<file path="config.mk">
export PLATFORM = sky130hd
export DESIGN_NAME = gau_gate_div
export DESIGN_NICKNAME = d
export VERILOG_FILES = /design/src/gau_pkg.sv /design/src/gau_gate_div.sv
export SDC_FILE = /design/constraint.sdc
export NUM_CORES = 2
export LEC_CHECK = 0
export BUFFER_PORTS_ARGS = -buffer_cell sky130_fd_sc_hd__buf_2
export CORE_MARGIN = 2
export CORE_UTILIZATION = 50
export CTS_BUF_LIST = sky130_fd_sc_hd__clkbuf_8
export DETAILED_ROUTE_END_ITERATION = 7
export GPL_TIMING_DRIVEN = 0
export HOLD_SLACK_MARGIN = 0.06
export PLACE_DENSITY = 0.71
export SLEW_MARGIN = 20
export SYNTH_ARGS = -nofsm -noshare
export SYNTH_HDL_FRONTEND = slang
export SYNTH_SLANG_ARGS = --single-unit
</file>
<file path="constraint.sdc">
create_clock -name clk -period 116.6 [get_ports clk]
set_clock_uncertainty 0.1 [all_clocks]
set_input_delay 29.15 -clock clk [delete_from_list [all_inputs] [get_ports clk]]
set_output_delay 29.15 -clock clk [all_outputs]
set_load 0.02 [all_outputs]
</file>
<file path="src/gau_pkg.sv">
// Shared types and constants of the GELU activation unit.
// Holds the fixed-point formats, the Q2.30 coefficients and the per-item sideband.
// No dependencies; every other file imports this package.
package gau_pkg;

  localparam int DATA_WIDTH = 16;
  localparam int FRAC_BITS  = 12;

  // Alignment of |x| to Q.16.
  localparam int UP_SHIFT  = (FRAC_BITS < 16) ? (16 - FRAC_BITS) : 0;
  localparam int DN_SHIFT  = (FRAC_BITS > 16) ? (FRAC_BITS - 16) : 0;
  localparam int AX_RAW_W  = DATA_WIDTH + UP_SHIFT;

  // |x| and |z| clamp at 16.0 in Q.16.
  localparam int AX_W      = 21;
  localparam int CMP_W     = (AX_RAW_W > AX_W) ? AX_RAW_W : AX_W;
  localparam logic [AX_W-1:0] ZCLAMP = {1'b1, 20'd0};

  // Intermediate widths of the argument path.
  localparam int SQ_W      = 25;
  localparam int CUBE_W    = 29;
  localparam int ALPHA_W   = 24;
  localparam int INNER_W   = 25;
  localparam int ZB_W      = 26;
  localparam int ZQ_W      = 21;
  localparam int T_W       = 35;
  localparam int N_W       = 5;
  localparam int U_W       = 30;
  localparam int ACC_W     = 31;
  localparam int D_W       = 32;
  localparam int GATE_W    = 17;

  localparam int TAYLOR_TERMS = 6;
  localparam int DIV_STEPS    = GATE_W;

  // Coefficients in Q2.30, rounded to nearest.
  localparam logic [ACC_W-1:0] Q30_ONE   = 31'h4000_0000;
  localparam logic [25:0]      ALPHA_Q30 = 26'd48012366;
  localparam logic [30:0]      BETA2_Q30 = 31'd1713444046;
  localparam logic [30:0]      QUICK_Q30 = 31'd1827508584;
  localparam logic [30:0]      LOG2E_Q30 = 31'd1549082005;
  localparam logic [29:0]      LN2_Q30   = 30'd744261118;

  localparam logic [GATE_W-1:0] GATE_ONE = 17'h1_0000;

  // Output arithmetic widths.
  localparam int P_W = DATA_WIDTH + GATE_W + 1;
  localparam int Q_W = P_W + 1 - 16;

  typedef enum logic {
    MODE_TANH_GELU  = 1'b0,
    MODE_QUICK_GELU = 1'b1
  } func_mode_t;

  typedef struct packed {
    logic                         valid;
    logic                         last;
    logic                         neg;
    logic signed [DATA_WIDTH-1:0] x;
    logic [N_W-1:0]               n;
  } side_t;

  // floor((2^32 - 1) / k): the quotient estimate is at most one below the true value.
  function automatic logic [31:0] taylor_recip(input logic [2:0] k);
    logic [31:0] r;
    unique case (k)
      3'd1:    r = 32'hFFFF_FFFF;
      3'd2:    r = 32'h7FFF_FFFF;
      3'd3:    r = 32'h5555_5555;
      3'd4:    r = 32'h3FFF_FFFF;
      3'd5:    r = 32'h3333_3333;
      3'd6:    r = 32'h2AAA_AAAA;
      default: r = 32'h0000_0000;
    endcase
    return r;
  endfunction

endpackage

</file>
<file path="src/gau_gate_div.sv">
// Pipelined restoring divider for the gate: g = (2^46 + d/2) / d, one quotient bit a stage.
// Depends on gau_pkg; d lies in [2^30, 2^31], so the quotient fits in GATE_W bits.
module gau_gate_div import gau_pkg::*; (
  input  logic              clk,
  input  logic              rst,
  input  logic              ce,
  input  logic [D_W-1:0]    d_in,
  input  side_t             side_in,
  output logic [GATE_W-1:0] gate_out,
  output side_t             side_out
);

  logic [D_W-1:0]    rem_q  [DIV_STEPS];
  logic [D_W-1:0]    dvs_q  [DIV_STEPS];
  logic [GATE_W-1:0] quo_q  [DIV_STEPS];
  side_t             side_q [DIV_STEPS];

  for (genvar i = 0; i < DIV_STEPS; i++) begin : g_step
    logic [D_W-1:0]    rem_p;
    logic [D_W-1:0]    dvs_p;
    logic [GATE_W-1:0] quo_p;
    side_t             side_p;
    logic [D_W:0]      trial;
    logic              take;

    if (i == 0) begin : g_first
      // The numerator bits above the quotient range form the first partial remainder.
      assign rem_p  = {2'b00, 1'b1, 15'd0, d_in[31:18]};
      assign dvs_p  = d_in;
      assign quo_p  = '0;
      assign side_p = side_in;
    end else begin : g_next
      assign rem_p  = rem_q[i-1];
      assign dvs_p  = dvs_q[i-1];
      assign quo_p  = quo_q[i-1];
      assign side_p = side_q[i-1];
    end

    // The low numerator bits equal d[17:1], because they come from the rounding term d/2.
    assign trial = {rem_p, dvs_p[17-i]};
    assign take  = (trial >= {1'b0, dvs_p});

    always_ff @(posedge clk) begin
      if (rst) begin
        side_q[i].valid <= 1'b0;
      end else if (ce) begin
        rem_q[i]  <= take ? D_W'(trial - {1'b0, dvs_p}) : trial[D_W-1:0];
        dvs_q[i]  <= dvs_p;
        quo_q[i]  <= {quo_p[GATE_W-2:0], take};
        side_q[i] <= side_p;
      end
    end
  end

  assign gate_out = quo_q[DIV_STEPS-1];
  assign side_out = side_q[DIV_STEPS-1];

endmodule

</file>
# Word level (Yosys, flattened, before mapping)
# Memory sizes are Yosys's and may differ from the RTL's.
# Index checks and enable logic that the tools add are counted.
# word_totals
ff_bits	0
ramBits	1785
input_bits	59
output_inout_bits	41
n_memories	4
# mem_list
name	words	width	rd	rd_clocked_by_memory_dff	write_ports	line_no	source
dvs_q	17	32	16	0	17	gau_gate_div.sv:14	logic [D_W-1:0] dvs_q [DIV_STEPS];
rem_q	17	32	16	0	17	gau_gate_div.sv:13	logic [D_W-1:0] rem_q [DIV_STEPS];
side_q	17	24	17	0	17	gau_gate_div.sv:16	side_t side_q [DIV_STEPS];
quo_q	17	17	17	0	17	gau_gate_div.sv:15	logic [GATE_W-1:0] quo_q [DIV_STEPS];
# classes
n_addsub	17
order_cmp	17
n_mux	39
bitwise_logic	17
# op_table
op	count
two-way mux 32 bit	17
greater-or-equal comparator 33 x 32 -> 1 bit	16
subtractor 32 bit	16
greater-or-equal comparator 31 x 32 -> 1 bit	1
subtractor 31 x 32 -> 32 bit	1
two-way mux 1 bit	22
bitwise OR 1 bit	17

# Logic depth before layout (Yosys ltp)
# depth
word_depth	4
ltp_mapped	16
depth_no_buf	14

# Worst setup path after synthesis
# Ideal clock, no wire load.
# synth_path
path_type	in2reg
startpoint	input ce
endpoint	memory side_q[0][23] (netlist name) (data pin)
setup_time_ns	0.369
arrival_ns	74.256
required_time_ns	116.131
setup_slack_ns	41.875
stages	3
path_buffers	1
path_cell_list	nor2b_1 > clkbuf_1 > and2_1
# synth_rtl
element	line_no	source
start, declared	gau_gate_div.sv:6	input logic ce,
end, declared	gau_gate_div.sv:16	

==> impl_metrics.json <==
{
  "p_int_mw": 1.05,
  "synthCells": 6714,
  "fin_area_mm2": 0.0902,
  "p_per_area_mw_per_mm2": 16.0,
  "grt_antenna_before_repair": 2,
  "ant_nets": 0,
  "hp-start": "side_q[2][10]",
  "drc_errors": 0,
  "power_frac_comb_pct": 18.6,
  "dpl.hpwl_um": 144000,
  "wirelength_um": 189000,
  "core_region_area_mm2": 0.161,
  "cts_root_buffer": "clkbuf_8",
  "area_growth_pct": 11.3,
  "tritoncts": "yes",
  "vias": 52600,
  "worstSkewPairLatency_ns": 1.00,
  "die_w_um": 407,
  "max_freq_mhz": 30.6,
  "crit_path_cell_trace": "buf_2, inv_1, ha_1, inv_1, fa_1, a21o_1, a21oi_1, o21bai_1, a2111oi_0, o311ai_1, buf_2, o21a_1, o22ai_1, or2_2, buf_2, clkbuf_1, nor2_1",
  "die_area_mm2": 0.165,
  "finalHoldViolations": 0,
  "switching_share_pct": 27.8,
  "final_cells": 9492,
  "synthArstFlopShare_pct": 0,
  "placedCellCount": 9004,
  "nFillCells": 13400,
  "seq_power_share_pct": 48.1,
  "die_y_um": 407,
  "synth_seq_cells": 1585,
  "synth_area_per_cell_um2": 12.1,
  "p_leak_nw": 35.7,
  "worst_pin_slew_ns": 1.16,
  "grt_pass1_vias": 52700,
  "ir_drop_uv": 11.6,
  "rows": 147,
  "cp_slowest_cell": "a2111oi_0",
  "min_period_ns": 32.64,
  "pre_cts_ws_ns": 82.83,
  "total_power_mw": 1.45,
  "critPathLaunch": "d_in[17]",
  "cp_max_fo": 10,
  "worstSetupEndpointType": "register",
  "first_iter_violations": 4049,
  "worst-path-buf-inv": 6,
  "yosys_warnings": 0,
  "drt-vias-per-instance": 5.54,
  "gp_congestion": 0.950,
  "ioPinCount": 100,
  "yosysMostFrequentCell": "edfxtp_1",
  "crit_family": "compound AO/OA/AOI/OAI gates",
  "clkTransAtPathRegs_ns": 0.06,
  "grt_max_degree": 62,
  "syn-cell-area_mm2": 0.0811,
  "holdWs_ns": 0.279,
  "clkPwrFrac_pct": 33.4,
  "synth_edf_count": 1585,
  "firstDrtPassIters": 6,
  "final_nets": 7736,
  "ys.flop_type": "edfxtp_1",
  "cp_common_cell": "buf_2",
  "cts_buffer_depth": 4,
  "grt_pass1_wl_um": 293000,
  "slew_headroom_pct": 21.9,
  "drv_cap": 0,
  "critPathMaxStageDelay_ns": 0.71,
  "fin_ws_ns": 83.96,
  "setup_viol": 0,
  "p_switching_uw": 402,
  "grtUsageTotal_pct": 23.0,
  "placed_area_mm2": 0.0851,
  "cp-start-kind": "primary input",
  "syn-num-nets": 7316,
  "period_share_pct": 28.0,
  "status": "finished, final reports clean",
  "post-cts-setup-buffers": 0,
  "final_core_util_pct": 56.1,
  "cts_max_level": 5,
  "initial_utilization_pct": 50.4,
  "synth-seq-area-share_pct": 58.7,
  "synth_top_area_cell": "edfxtp_1",
  "grt-ovfl-total": 0,
  "rsz0062_at_grt": "no",
  "synthTopCellsByCount": "1585 x edfxtp_1, 643 x inv_1, 574 x a21oi_1",
  "drive_gt1_share_pct": 10.2,
  "cts_made_buffers": 288,
  "yosysUniqueCellTypes": 98,
  "fin_setup_tns_ns": 0,
  "cts_hold_buf": 0,
  "hold_path_class": "reg2reg",
  "cts_num_sinks": 1585,
  "cp.required_ns": 117.22,
  "cts-resized-gates": 0,
  "reg2reg_from": "rem_q[0][131]",
  "numPortBuffers": 99,
  "slew_violations": 0,
  "crit_type": "in2reg",
  "yosys-top-cells-area": "edfxtp_1 59%, ha_1 8.1%, a21oi_1 3.5%, inv_1 3.0%, xnor2_1 2.8%",
  "synth_top_area_share_pct": 58.7,
  "avgRoutedWirePerCell_um": 20.0,
  "cp.arrival_ns": 33.26
}
-- power by group through the flow --
stage	Sequential, mW	Combinational, mW	Clock, mW
floorplan	0.747	0.198	0
detailed placement	0.708	0.266	0
CTS	0.696	0.268	0.500
global route	0.699	0.299	0.523
finish	0.696	0.269	0.483
global placement	0.773	0.259	0
-- metal layers --
layer	vias up	routed length [um]	global-route usage [%]
met4	0	9910	12.1
met3	452	8260	3.51
met1	25200	77900	27.9
met2	1257	93400	39.4
li1	25700	-	-
met5	-	0	0
-- worst register-to-register path, delay by kind of cell (launching register included) --
| kind | cells | cell delay, ns |
|---|---|---|
| AO/OA/AOI/OAI | 7 | 1.97 |
| buffers and inverters | 2 | 1.11 |
| AND/OR/NAND/NOR | 2 | 0.61 |
| flip-flops | 1 | 0.39 |
| adder cells (fa/ha/maj) | 1 | 0.39 |
-- area by class of cell --
type	count	area, um2	area share (%)
timing repair buffer	130	1290	1.43
buffer	153	657	0.728
clock inverter	189	1100	1.22
sequential	1585	47600	52.7
tap	2160	2700	2.99
antenna	4	10.0	0.0111
multi-input combinational	4331	30400	33.7
clock buffer	295	4060	4.50
inverter	645	2430	2.69
-- flip-flops by register name, indices dropped and copies added (netlist names) --
name and cells:
dvs_q 512, quo_q 153, rem_q 512, side_q 408
-- logic make-up after synthesis --
group           Yosys count  share of synthesized area, %
mux                     180                          2.49
compound gates         1751                          13.4
flops                  1585                          58.7
buf+inv                 798                          3.80
fa+ha+maj               543                          8.53
simple gates           1424                          8.35
xor+xnor                433                          4.68
-- placed cells by master (no fill, tap or decap), types with 112 or more instances in the layout --
| master | synthesis | routed |
|---|---|---|
| a21oi_1 | 574 | 574 |
| inv_1 | 643 | 708 |
| nand2_1 | 438 | 438 |
| nor2_1 | 379 | 379 |
| nand3_1 | 121 | 121 |
| edfxtp_1 | 1585 | 1585 |
| mux2_2 | 161 | 161 |
| ha_1 | 527 | 527 |
| o21ai_0 | 414 | 414 |
| a21o_1 | 266 | 266 |
| xor2_1 | 171 | 171 |
| buf_2 | 27 | 127 |
| clkbuf_8 | 0 | 295 |
| xnor2_1 | 262 | 262 |
| clkbuf_1 | 113 | 112 |
-- final timing paths --
kind | end | slack, ns | depth (start not counted)
worst max-delay path | rem_q[0][28] | 83.96 | 17
worst min-delay path | side_q[3][10] | 0.28 | 0
worst max register to register | rem_q[0][187] | 111.74 | 12
worst min register to register | side_q[3][10] | 0.28 | 0
(Power assumes the default switching activity.)
