`config.mk`:
```
export PLATFORM = sky130hd
export DESIGN_NAME = gau_taylor_step
export DESIGN_NICKNAME = d
export VERILOG_FILES = /design/src/gau_pkg.sv /design/src/gau_taylor_step.sv
export SDC_FILE = /design/constraint.sdc
export NUM_CORES = 2
export LEC_CHECK = 0
export BUFFER_PORTS_ARGS = -buffer_cell sky130_fd_sc_hd__buf_2
export CORE_ASPECT_RATIO = 2
export CORE_MARGIN = 5
export CORE_UTILIZATION = 35
export CTS_BUF_LIST = sky130_fd_sc_hd__clkbuf_16
export DETAILED_ROUTE_END_ITERATION = 10
export SYNTH_ARGS = -nofsm -noshare
export SYNTH_HDL_FRONTEND = slang
export SYNTH_SLANG_ARGS = --single-unit
```
`constraint.sdc`:
```
create_clock -name clk -period 22.2 [get_ports clk]
set_input_delay 6.66 -clock clk [delete_from_list [all_inputs] [get_ports clk]]
set_output_delay 6.66 -clock clk [all_outputs]
set_load 0.02 [all_outputs]
```
`src/gau_pkg.sv`:
```
// Shared types and constants of the GELU activation unit.
// Holds the fixed-point formats, the Q2.30 coefficients and the per-item sideband.
// No dependencies; every other file imports this package.
package gau_pkg;

  localparam int DATA_WIDTH = 16;
  localparam int FRAC_BITS  = 12;

  // Alignment of |x| to Q.16.
  localparam int UP_SHIFT  = (FRAC_BITS < 16) ? (16 - FRAC_BITS) : 0;
  localparam int DN_SHIFT  = (FRAC_BITS > 16) ? (FRAC_BITS - 16) : 0;
  localparam int AX_RAW_W  = DATA_WIDTH + UP_SHIFT;

  // |x| and |z| clamp at 16.0 in Q.16.
  localparam int AX_W      = 21;
  localparam int CMP_W     = (AX_RAW_W > AX_W) ? AX_RAW_W : AX_W;
  localparam logic [AX_W-1:0] ZCLAMP = {1'b1, 20'd0};

  // Intermediate widths of the argument path.
  localparam int SQ_W      = 25;
  localparam int CUBE_W    = 29;
  localparam int ALPHA_W   = 24;
  localparam int INNER_W   = 25;
  localparam int ZB_W      = 26;
  localparam int ZQ_W      = 21;
  localparam int T_W       = 35;
  localparam int N_W       = 5;
  localparam int U_W       = 30;
  localparam int ACC_W     = 31;
  localparam int D_W       = 32;
  localparam int GATE_W    = 17;

  localparam int TAYLOR_TERMS = 6;
  localparam int DIV_STEPS    = GATE_W;

  // Coefficients in Q2.30, rounded to nearest.
  localparam logic [ACC_W-1:0] Q30_ONE   = 31'h4000_0000;
  localparam logic [25:0]      ALPHA_Q30 = 26'd48012366;
  localparam logic [30:0]      BETA2_Q30 = 31'd1713444046;
  localparam logic [30:0]      QUICK_Q30 = 31'd1827508584;
  localparam logic [30:0]      LOG2E_Q30 = 31'd1549082005;
  localparam logic [29:0]      LN2_Q30   = 30'd744261118;

  localparam logic [GATE_W-1:0] GATE_ONE = 17'h1_0000;

  // Output arithmetic widths.
  localparam int P_W = DATA_WIDTH + GATE_W + 1;
  localparam int Q_W = P_W + 1 - 16;

  typedef enum logic {
    MODE_TANH_GELU  = 1'b0,
    MODE_QUICK_GELU = 1'b1
  } func_mode_t;

  typedef struct packed {
    logic                         valid;
    logic                         last;
    logic                         neg;
    logic signed [DATA_WIDTH-1:0] x;
    logic [N_W-1:0]               n;
  } side_t;

  // floor((2^32 - 1) / k): the quotient estimate is at most one below the true value.
  function automatic logic [31:0] taylor_recip(input logic [2:0] k);
    logic [31:0] r;
    unique case (k)
      3'd1:    r = 32'hFFFF_FFFF;
      3'd2:    r = 32'h7FFF_FFFF;
      3'd3:    r = 32'h5555_5555;
      3'd4:    r = 32'h3FFF_FFFF;
      3'd5:    r = 32'h3333_3333;
      3'd6:    r = 32'h2AAA_AAAA;
      default: r = 32'h0000_0000;
    endcase
    return r;
  endfunction

endpackage

```
`src/gau_taylor_step.sv`:
```
// One Horner step of the exp(-u) polynomial: acc = 1 - (u * acc) / k, three stages.
// Depends on gau_pkg; division by the small constant k uses a reciprocal and one correction.
module gau_taylor_step import gau_pkg::*; (
  input  logic             clk,
  input  logic             rst,
  input  logic             ce,
  input  logic [2:0]       k,
  input  logic [U_W-1:0]   u_in,
  input  logic [ACC_W-1:0] acc_in,
  input  side_t            side_in,
  output logic [U_W-1:0]   u_out,
  output logic [ACC_W-1:0] acc_out,
  output side_t            side_out
);

  logic [U_W+ACC_W-1:0] prod_a;
  logic [U_W+31:0]      prod_b;
  logic [31:0]          recip;
  logic [32:0]          kq;
  logic [32:0]          rem;
  logic [U_W-1:0]       q_fix;

  logic [U_W-1:0] m_a, m_b, q_b;
  logic [U_W-1:0] u_a, u_b;
  side_t          side_a, side_b;

  assign recip  = taylor_recip(k);
  assign prod_a = (U_W+ACC_W)'(u_in) * (U_W+ACC_W)'(acc_in);
  assign prod_b = (U_W+32)'(m_a) * (U_W+32)'(recip);
  assign kq     = 33'(q_b) * 33'(k);
  assign rem    = 33'(m_b) - kq;
  assign q_fix  = (rem >= 33'(k)) ? U_W'(q_b + 1'b1) : q_b;

  always_ff @(posedge clk) begin
    if (rst) begin
      side_a.valid   <= 1'b0;
      side_b.valid   <= 1'b0;
      side_out.valid <= 1'b0;
    end else if (ce) begin
      m_a      <= prod_a[30 +: U_W];
      u_a      <= u_in;
      side_a   <= side_in;
      q_b      <= prod_b[32 +: U_W];
      m_b      <= m_a;
      u_b      <= u_a;
      side_b   <= side_a;
      acc_out  <= Q30_ONE - ACC_W'(q_fix);
      u_out    <= u_b;
      side_out <= side_b;
    end
  end

endmodule

```
Word level (Yosys, flattened, before mapping)
Cells that the tools add are included.
{ "word_totals": {"register_bits": 283, "input_bits": 91, "output_inout_bits": 85, "word_cells": 39} }
{ "classes": {"addsub": 3, "multipliers": 3, "magnitude_cmp": 1, "n_eq_ne": 6, "muxes": 2, "bitwise_logic": 1, "n_reduce_logical": 1} }
{ "ops": {"columns": ["cell", "count"], "rows": [
  ["one-hot mux 32 bit (6 select lines)", 1],
  ["multiplier 30 x 32 -> 62 bit", 1],
  ["multiplier 30 x 31 -> 60 bit", 1],
  [">= comparator 33 x 3 -> 1 bit", 1],
  ["multiplier 30 x 3 -> 33 bit", 1],
  ["subtractor 30 x 33 -> 33 bit", 1],
  ["subtractor 31 x 30 -> 31 bit, first input constant", 1],
  ["adder 30 x 1 -> 30 bit, second input constant", 1],
  ["2-to-1 mux 30 bit", 1],
  ["equality test 3 bit, second input constant", 3],
  ["equality test 3 x 2 -> 1 bit, second input constant", 2],
  ["equality test 3 x 1 -> 1 bit, second input constant", 1],
  ["AND reduction 2 bit", 1],
  ["inverter 1 bit", 1]
]} }

Longest topological paths before layout
{ "depth": {"depth_word": 5, "mapped_depth": 40, "depth_no_buf": 37} }

Worst setup path after synthesis
OpenSTA, ideal clock, no wires.
{ "synth_path": {"kind": "input to register", "start": "input rst", "end": "register acc_out[0] (enable)", "t_arrival_ps": 19036, "t_required_ps": 21235, "path_slack_ps": 2199, "path_stages": 1, "path_buffers": 0, "cell_sequence": "nor2b_1"} }
{ "synth_between": {"elab_chain_len": 2} }
{ "synth_rtl": {"columns": ["element", "line", "source"], "rows": [
  ["start, declared", "gau_taylor_step.sv:5", "input logic rst,"],
  ["inverter 1 bit (no source line)", null, null],
  ["AND reduction 2 bit (no source line)", null, null],
  ["end signal, assigned", "gau_taylor_step.sv:47", "acc_out <= Q30_ONE - ACC_W'(q_fix);"],
  ["end, declared", "gau_taylor_step.sv:12", "output logic [ACC_W-1:0] acc_out,"]
]} }
No other way between the ends.
A chain may end at the register's enable or synchronous reset.

Worst setup path in the final report
{ "layout_path": {"start": "input k[0]", "end": "register q_b[29] (data pin)"} }
{ "layout_between": {"elab_chain_len": 3, "word_cells_on_any_way": 8, "classes_between": "1 x mul; 6 x eq/ne; 1 x mux"} }
{ "layout_rtl": {"columns": ["element", "line", "source"], "rows": [
  ["start, declared", "gau_taylor_step.sv:7", "input logic [2:0] k,"],
  ["equality test 3 bit (tied with other cells)", "gau_pkg.sv:66", "unique case (k)"],
  ["one-hot mux 32 bit (6 select lines) (*)", "gau_pkg.sv:66", null],
  ["multiplier 30 x 32 -> 62 bit (*)", "gau_taylor_step.sv:29", "assign prod_b = (U_W+32)'(m_a) * (U_W+32)'(recip);"],
  ["named net prod_b[61]", "gau_taylor_step.sv:17", "logic [U_W+31:0] prod_b;"],
  ["end signal, assigned", "gau_taylor_step.sv:43", "q_b <= prod_b[32 +: U_W];"],
  ["end, declared", "gau_taylor_step.sv:23", "logic [U_W-1:0] m_a, m_b, q_b;"]
]} }
Mark *: on every way through the listed nets, which the timed path passes. The rest lies on a longest branch.

==> summary by stage <==
Critical path
The cell that appears most often on the critical path is sky130_fd_sc_hd__xnor2_1. The startpoint of the lowest-slack register-to-register path is m_a[9]$_DFFE_PP_. In this run the worst path has a maximum fanout of 46.

The element type at the critical path start is an input port. The critical path capture point type is a flip-flop. The endpoint of the most critical register-to-register path is q_b[29]$_DFFE_PP_. Data on the critical path arrives at its endpoint at 16970 ps.

The reg2reg setup slack is 12760 ps. The worst setup path is of the in -> reg kind. The slowest stage of the critical path belongs to the cell sky130_fd_sc_hd__a21oi_4. Measured in cells, the most critical reg-to-reg path has a length of 35. For the worst setup path, the data required time is 22560 ps. On the worst path, the slowest cell contributes a delay of 920 ps.

Logic synthesis
In the synthesized netlist the dominant register cell turns out to be sky130_fd_sc_hd__edfxtp_1. By area the synthesized netlist is led by sky130_fd_sc_hd__fa_1 (41%), sky130_fd_sc_hd__edfxtp_1 (15%), sky130_fd_sc_hd__ha_1 (12%). Counting flops and latches in the post-synthesis netlist gives 283.

The Yosys step of the flow raised 0 warnings. The number of different library cells used by synthesis comes to 93. The dominant cell type by area after synthesis is sky130_fd_sc_hd__fa_1. The total nets after synthesis is 7693. The share of synthesized area in the top cell type comes to 41.3%.

Dividing the synthesized area by the synthesized cell count gives 9.92 um2. The most frequent cell after synthesis is sky130_fd_sc_hd__inv_1. The share of the Yosys chip area taken by registers is 14.6%. The synthesized netlist cell count is 5836. The number of synthesized flops with an enable pin is 280. The fraction of registers with async set or reset after synthesis is 0%.

The summed instance area of the synthesized netlist is 57900 um2. In the synthesized netlist, the cells that appear most often are sky130_fd_sc_hd__inv_1 (1283), sky130_fd_sc_hd__fa_1 (1193), sky130_fd_sc_hd__nand2_1 (857).

Routing
The number of vias in the routed layout is 41.6k. In the final routed layout, each cell accounts on average for 23.8 um. The total length of routed wires is 190 mm. The via count normalized by instance count is 5.20. Before antenna repair, the detailed router went through 8 iterations. The count of unresolved DRC violations after routing is 0. The number of antenna-violating nets in the routed design is 0.

After the first detailed-routing iteration, the DRC count stood at 2188.

Clock network
The quantity of gates resized following cts is 0. The tree built by TritonCTS fans out to 283 sinks. The depth of the CTS H-tree is 2. The root buffer cell chosen for the clock tree is sky130_fd_sc_hd__clkbuf_16. The number of buffers inserted by post-CTS setup repair is 0. TritonCTS created 35 clock buffers. The CTS tree is yes.

The clock latency on the worst-skew pair is 640 ps. The number of buffers added to fix hold violations after cts is 0. The register clock-pin slew on the reported worst setup and hold paths is 60 ps. In this run the deepest clock path goes through 3 buffers.

Global route
The sum of overflow across all layers after global routing is 0. The via count of the first global-routing pass is 48.0k. The global router's overall resource usage is 22.0%. The pin count of the biggest net entering global routing is 157. The first global-routing pass estimated 286 mm of wire.

The initial antenna violation count is 10.

Die
For this configuration, the core starts out at a cell density of 35.1%. The die covers 174000 um2. During I/O placement, the number of pins put on the boundary was 176. In this run the vertical extent of the chip is 585 um. The horizontal extent of the die is 298 um. The core footprint is 165000 um2.

After floorplanning, the core was divided into 211 placement rows.

Timing
The measured slew at the worst slew-check pin is 1230 ps. The clock skew is 61.8 ps. Setup repair after global routing left no endpoint under its margin. The normalized max-slew margin is 16.0%.

The final setup violation count is 0. The routed design could run at a clock period as short as 16610 ps. Timing would allow up to 0.0602 GHz. The number of pins exceeding their max-slew limit in the final report was 0. The final cycle utilization of the critical path is 74.8%. The hold violation total from the final report was 0. The final sum of negative setup slack is 0 ps.

Placement
The HPWL after detailed placement is 153 mm. Routability-driven placement finished with a final weighted congestion of 0.994. The count of buffers added on input and output ports is 175.

Hold path
The terminating pin of the worst hold path is u_b[15]$_DFFE_PP_. The worst min-delay path class is reg -> reg. The cell count of the worst hold path is 0. In this run the most critical hold path is launched from u_a[15]$_DFFE_PP_.

Layout
The final layout contains 7696 nets. The area growth from synthesis to layout is 7.11%. Summing all multi-input logic gate instances after layout gives 43600 um2. Counting the fill cells in the layout gives 16.6k.

The fraction of final layout cells sized beyond drive strength 1 is 5.59%. Summing all flip-flop and latch instances after layout gives 8470 um2.

Job
Across the run, the number of max-cap violations was 0.

Status
The run finished with clean final reports.
-- layout make-up --
class                           count  area share, %
Multi-Input combinational cell   4010           70.3
Tap cell                         2130           4.30
Timing Repair Buffer              226           2.05
Inverter                         1283           7.77
Clock inverter                     26          0.497
Sequential cell                   283           13.7
Clock buffer                       35           1.41
Antenna cell                        5         0.0202
-- sequential cells by signal, summed over array words and instances (netlist names) --
signal,count
u_out,30
u_b,30
side_b,24
m_b,30
acc_out,31
side_out,24
u_a,30
side_a,24
m_a,30
q_b,30
-- routing by layer --
layer	vias up	part of all wire, %	GRT usage [%]
met2	1625	55	43.1
met5	-	0	0
li1	17776	-	-
met1	21423	30	19.5
met4	0	11	19.2
met3	778	4.4	2.52
-- worst max-delay path, delay by kind of cell --
| family | cells | cell delay, ps |
|---|---|---|
| buffers and inverters | 5 | 750 |
| xor gates and xnor gates | 6 | 1320 |
| AOI/OAI and AO/OA | 16 | 4730 |
| adders and majority gates | 8 | 2810 |
| and+or+nand+nor | 3 | 680 |
-- stage by stage --
stage | util [%] | hold WS, ps | instance area, um2 | std cells | setup slack (ps)
after global routing | 37.6 | 421 | 62000 | 7994 | 5050
after detailed placement | 36.9 | 405 | 60800 | 7932 | 4910
after global placement | 36.9 | 400 | 60800 | 7932 | 4940
after CTS | 37.6 | 404 | 62000 | 7993 | 5560
final | 37.6 | 411 | 62000 | 7998 | 5590
after floorplan | - | 400 | 57900 | 5836 | 2200
-- cell families after synthesis --
family	share of synthesized area, %
AO/OA/AOI/OAI	4.89
XOR/XNOR	2.89
adder cells (fa/ha/maj)	53.8
buffers and inverters	10.1
flip-flops	14.6
multiplexers	0.404
AND/OR/NAND/NOR	13.2
-- worst max path at each step --
stage          startpoint                    to  slack [ps]  depth (start not counted)
6_report             k[0]     q_b[29]$_DFFE_PP_        5590                         38
2_1_floorplan         rst  acc_out[0]$_DFFE_PP_        2200                          1
4_1_cts              k[0]     q_b[29]$_DFFE_PP_        5560                         38
3_5_place_dp         k[0]     q_b[29]$_DFFE_PP_        4910                         38
5_1_grt              k[1]     q_b[29]$_DFFE_PP_        5050                         37
3_3_place_gp         k[0]     q_b[29]$_DFFE_PP_        4940                         38
-- placed cells by master, fill, tap and decap left out, types with 46 or more instances in the layout --
master / Yosys / layout
sky130_fd_sc_hd__a21o_1: 68 / 68
sky130_fd_sc_hd__a21oi_1: 103 / 101
sky130_fd_sc_hd__and2_1: 410 / 410
sky130_fd_sc_hd__buf_2: 10 / 175
sky130_fd_sc_hd__buf_4: 5 / 50
sky130_fd_sc_hd__edfxtp_1: 280 / 280
sky130_fd_sc_hd__fa_1: 1193 / 1193
sky130_fd_sc_hd__ha_1: 573 / 573
sky130_fd_sc_hd__inv_1: 1283 / 1287
sky130_fd_sc_hd__nand2_1: 857 / 857
sky130_fd_sc_hd__nor2_1: 115 / 114
sky130_fd_sc_hd__nor3_1: 46 / 46
sky130_fd_sc_hd__o21ai_0: 57 / 57
sky130_fd_sc_hd__xnor2_1: 117 / 117
sky130_fd_sc_hd__xor2_1: 74 / 74
Power is left out: the tool's default activity adds up to more than one toggle a clock period on the data nets, which glitch-free logic cannot reach.
